==> src/design/dpet_pkg.sv <==
// Shared types and constants for the debounced pin edge event table.
package dpet_pkg;

  localparam int TABLE_ENTRIES_DEF = 16;
  localparam int MAX_RESULTS       = 16;
  localparam int CNT_W             = $clog2(MAX_RESULTS + 1);
  localparam int LINES             = 16;
  localparam logic [15:0] WINDOW_RESET = 16'd70;

  typedef enum logic [1:0] {
    OP_REG   = 2'd0,
    OP_UNREG = 2'd1,
    OP_EDGE  = 2'd2,
    OP_NONE  = 2'd3
  } op_t;

  typedef enum logic [1:0] {
    K_NONE  = 2'd0,
    K_REG   = 2'd1,
    K_UNREG = 2'd2,
    K_EDGE  = 2'd3
  } kind_t;

  localparam logic [1:0] TRIG_RISE = 2'd1;
  localparam logic [1:0] TRIG_FALL = 2'd2;

  localparam logic [1:0] ADDR_WINDOW = 2'd0;

  typedef struct packed {
    logic             valid;
    kind_t            kind;
    logic [4:0]       pin;
    logic [31:0]      tm;
    logic             taken;
    logic [CNT_W-1:0] count;
  } tok_t;

  typedef struct packed {
    logic       valid;
    logic [4:0] pin;
  } rep_t;

endpackage

==> src/design/dpet_cell.sv <==
// One table slot: holds its pin and last report time and passes the request token on.
module dpet_cell import dpet_pkg::*; (
  input  logic        clk,
  input  logic        rst,
  input  logic [15:0] window,
  input  tok_t        tok_in,
  output tok_t        tok_out,
  output rep_t        rep
);

  logic        active;
  logic [4:0]  pin;
  logic [31:0] last_time;

  logic        active_next;
  logic [4:0]  pin_next;
  logic [31:0] last_time_next;
  tok_t        tok_next;
  rep_t        rep_next;
  logic [31:0] diff;

  always_comb begin
    active_next    = active;
    pin_next       = pin;
    last_time_next = last_time;
    tok_next       = tok_in;
    rep_next       = '0;
    diff           = tok_in.tm - last_time;
    if (tok_in.valid) begin
      case (tok_in.kind)
        K_REG: begin
          if (!tok_in.taken && !active) begin
            active_next    = 1'b1;
            pin_next       = tok_in.pin;
            tok_next.taken = 1'b1;
          end
        end
        K_UNREG: begin
          if (!tok_in.taken && active && (pin == tok_in.pin)) begin
            active_next    = 1'b0;
            tok_next.taken = 1'b1;
          end
        end
        K_EDGE: begin
          if (active && (pin[3:0] == tok_in.pin[3:0]) &&
              (tok_in.count < CNT_W'(MAX_RESULTS)) && (diff >= {16'd0, window})) begin
            last_time_next = tok_in.tm;
            rep_next.valid = 1'b1;
            rep_next.pin   = pin;
            tok_next.count = tok_in.count + CNT_W'(1);
          end
        end
        default: begin
        end
      endcase
    end
  end

  always_ff @(posedge clk) begin
    if (rst) begin
      active    <= 1'b0;
      last_time <= '0;
      tok_out   <= '0;
      rep       <= '0;
    end else begin
      active    <= active_next;
      last_time <= last_time_next;
      tok_out   <= tok_next;
      rep       <= rep_next;
    end
  end

  always_ff @(posedge clk) begin
    pin <= pin_next;
  end

endmodule

==> config.mk <==
export PLATFORM = sky130hd
export DESIGN_NAME = dpet_cell
export DESIGN_NICKNAME = d
export VERILOG_FILES = /design/src/design/dpet_pkg.sv /design/src/design/dpet_cell.sv
export SDC_FILE = /design/constraint.sdc
export NUM_CORES = 1
export LEC_CHECK = 0
export ABC_AREA = 1
export BUFFER_PORTS_ARGS = -buffer_cell sky130_fd_sc_hd__buf_2
export CORE_UTILIZATION = 32
export CTS_CLUSTER_DIAMETER = 150
export DETAILED_ROUTE_END_ITERATION = 8
export GPL_TIMING_DRIVEN = 0
export PLACE_DENSITY_LB_ADDON = 0.3
export SETUP_SLACK_MARGIN = 0.1
export SLEW_MARGIN = 20
export SYNTH_ARGS = -nofsm -noshare
export SYNTH_HDL_FRONTEND = slang
export SYNTH_SLANG_ARGS = --single-unit
==> constraint.sdc <==
create_clock -name clk -period 6.15 [get_ports clk]
set_clock_uncertainty 0.05 [all_clocks]
set_input_delay 0.615 -clock clk [delete_from_list [all_inputs] [get_ports clk]]
set_output_delay 0.615 -clock clk [all_outputs]
set_load 0.01 [all_outputs]
==> impl_results.md <==
- Maximum single-stage delay on the critical path: 0.40 ns
- Later-pin clock latency in the skew report: 0.36 ns
- Maximum number of buffers from clock root to sink: 2
- PwrDens: 197 nW/um2
- Portion of the clock cycle consumed by the worst path in the final layout: 64.3%
- Mapped Cells: 1027
- Cell type with the highest aggregate area in the netlist: sky130_fd_sc_hd__dfxtp_1
- Category of the worst setup path capture point: flip-flop
- Worst rel slew slack: 56.0%
- Filler Cell Count: 2085
- Last weighted congestion value of the routability-driven placer: 0.902
- Required time reported for the critical path endpoint: 6.36 ns
- Antenna Violating Nets Remaining: 0
- Total setup violations reported at the end of the flow: 0
- Via count of the first global-routing pass: 5421
- DP HPWL: 12900 um
- Max Slew Vio Count: 0
- Share of the yosys chip area belonging to registers: 29.6%
- Worst slack on hold paths: 0.400 ns
- CTS H-tree depth: 3
- Via count: 5910
- Pin count of the biggest net entering global routing: 19
- Area of the mapped netlist: 6260 um2
- Met3 demand-to-capacity share in global routing: 2.73%
- R2r startpoint: last_time[8]$_SDFFE_PP0P_
- Sum of overflow across all layers after global routing: 0
- Starting utilization of the core area: 33.0%
- Pre-Repair DR Iteration Count: 4
- Max-capacitance violation count: 0
- First-pass GRT wire length: 25300 um
- Worst setup startpoint: tok_in[6]
- Met2 capacity usage during global routing: 27.8%
- # Post-CTS Setup Buffers: 0
- Hold bufs inserted after CTS: 0
- Die outline width: 142 um
- Ports placed on the boundary: 116
- Run status: completed
- Most common cell after layout, fill and taps aside: sky130_fd_sc_hd__nand2_1
- Full die area: 20100 um2
- Yosys reg bits: 90
- Leakage power summed over all cells: 0.00449 uW
- Core Box Area: 19000 um2
- Layout Utilization: 39.4%
- Share of post-route cells with drive strength above 1: 14.9%
- Nets in the synthesized netlist: 1143
- Final design instance area without fill: 7470 um2
- Top post-synthesis cells by area: sky130_fd_sc_hd__dfxtp_1, sky130_fd_sc_hd__nand2_1, sky130_fd_sc_hd__inv_1, sky130_fd_sc_hd__ha_1, sky130_fd_sc_hd__nor2_1
- Top achievable clock speed: 253 MHz
- Worst setup SP type: input port
- Peak VDD IR: 0.000134 V
- Worst hold-check path type: input port to flip-flop
- Layout-stage area growth over the synthesis result: 19.3%
- WS Path Type: input port to flip-flop
- Count of input and output buffers: 114
- Clock-pin slew on the worst setup and hold paths: 0.07 ns
- Number of failing hold endpoints at the final stage: 0
- Cell area reported after detailed placement: 7160 um2
- GRT busiest layer: met2
- TritonCTS clock tree: built
- Number of DRC violations after detailed routing: 0
- Area share of the largest cell type after synthesis: 27.2%
- CP max-delay cell: sky130_fd_sc_hd__fa_1
- Internal power: 1030 uW
- Combinational group share of total power: 18.7%
- Warnings from Yosys: 0
- Switching Power: 440 uW
- Global-route usage over all layers: 16.0%
- Routed len/inst: 10.9 um
- Sequential cell fraction of total power: 41.3%
- Sinks on the clock net: 90
- RSZ-0062 raised after global routing: no
- Root Buffer: sky130_fd_sc_hd__clkbuf_16
- Number of diodes: 0
- Post-layout net count: 1268
- Total CTS buffers: 9
- Detailed Route WL: 15400 um
- Initial antenna violation count: 0
- Met1 routing resource usage after global routing: 19.8%
- Distinct cell type count of the synthesized netlist: 36
- Total Neg Setup Slack: 0 ns
- Via count normalized by instance count: 4.17
- Actual slew at the worst max-slew pin: 0.654 ns
- Sw frac: 29.8%
- Commonest non-fill, non-tap cells in the layout: sky130_fd_sc_hd__nand2_1, sky130_fd_sc_hd__inv_1, sky130_fd_sc_hd__nor2_1
- Clock power share: 40.1%
- Startpoint of the lowest-slack hold path: tok_in[42]
- Synthesized area per cell: 6.10 um2
- Arrival time at the worst endpoint: 4.16 ns
- # rows: 50
- Highest fanout seen on the critical path: 10
- Gates resized, CTS repair: 0
- Count of routing violations after the opening detailed-route iteration: 177
- Cell with the most instances on the worst path: sky130_fd_sc_hd__nand2_1
- Shortest period the worst path allows: 3.95 ns
- DIE HEIGHT: 142 um
[cell families after synthesis]
kind of cell	synth area share, %
AOI/OAI and AO/OA	3.30
buffers and inverters	16.1
DFF	29.6
xor gates and xnor gates	2.52
and+or+nand+nor	38.0
adders and majority gates	10.5
[flip-flops by register name, indices dropped and copies added (netlist names)]
name / count
tok_out: 46
rep: 6
last_time: 32
active: 1
pin: 5
[synthesized netlist by cell type (all sizes together)]
library cell  number
buf                9
nor2             173
a211oi             1
o31a               1
a21oi             27
edfxtp             5
inv              232
nand3             34
xnor2              4
ha                51
clkinv             2
or2                1
nand2            339
o21bai             1
nor3b              4
clkbuf             8
o21a               2
nand3b             3
nor3               9
o21ai              5
dfxtp             85
nand4             11
o211ai             1
and3               2
and2               1
fa                 1
xor2              14
nor4               1
[cell type report]
type                       count  area [um2]  area share (%)
multi-input combinational    686        3400            45.5
clock buffer                   9         225            3.01
tap                          260         325            4.35
timing repair buffer         114         571            7.64
clock inverter                 7        87.6            1.17
inverter                     234         878            11.8
sequential                    90        1850            24.8
buffer                        17         130            1.74
[worst max-delay path: cells and delay by family]
kind / cells / cell delay (ns)
compound gates: 1 / 0.24
fa+ha+maj: 3 / 0.87
simple gates: 17 / 1.60
xor+xnor: 1 / 0.20
buf+inv: 5 / 0.61
[metal layers]
metal,part of all wire [%],vias to the layer above
met5,0,-
met4,1.7,0
met3,4.3,17
met2,47,114
met1,47,2496
li1,-,3283
[metrics by stage]
step	total power (uW)	instances	setup slack, ns
after floorplan	806	1027	2.72
after global placement	898	1401	1.82
after detailed placement	901	1401	1.82
after CTS	1500	1417	2.17
after global routing	1560	1417	1.84
final	1470	1417	2.20
[power groups by stage]
stage	logic [uW]	clock network [uW]	registers, uW
after CTS	280	615	608
after global placement	276	0	622
after floorplan	175	0	631
after detailed placement	279	0	622
final	275	591	608
after global routing	319	636	610
[final timing paths]
| kind | end | slack, ns | cells past startpoint |
|---|---|---|---|
| max reg2reg | last_time[25]$_SDFFE_PP0P_ | 2.24 | 26 |
| max | last_time[25]$_SDFFE_PP0P_ | 2.20 | 27 |
| min | pin[4]$_DFFE_PP_ | 0.40 | 1 |
| min reg2reg | last_time[17]$_SDFFE_PP0P_ | 0.47 | 4 |
(Power assumes the default switching activity.)
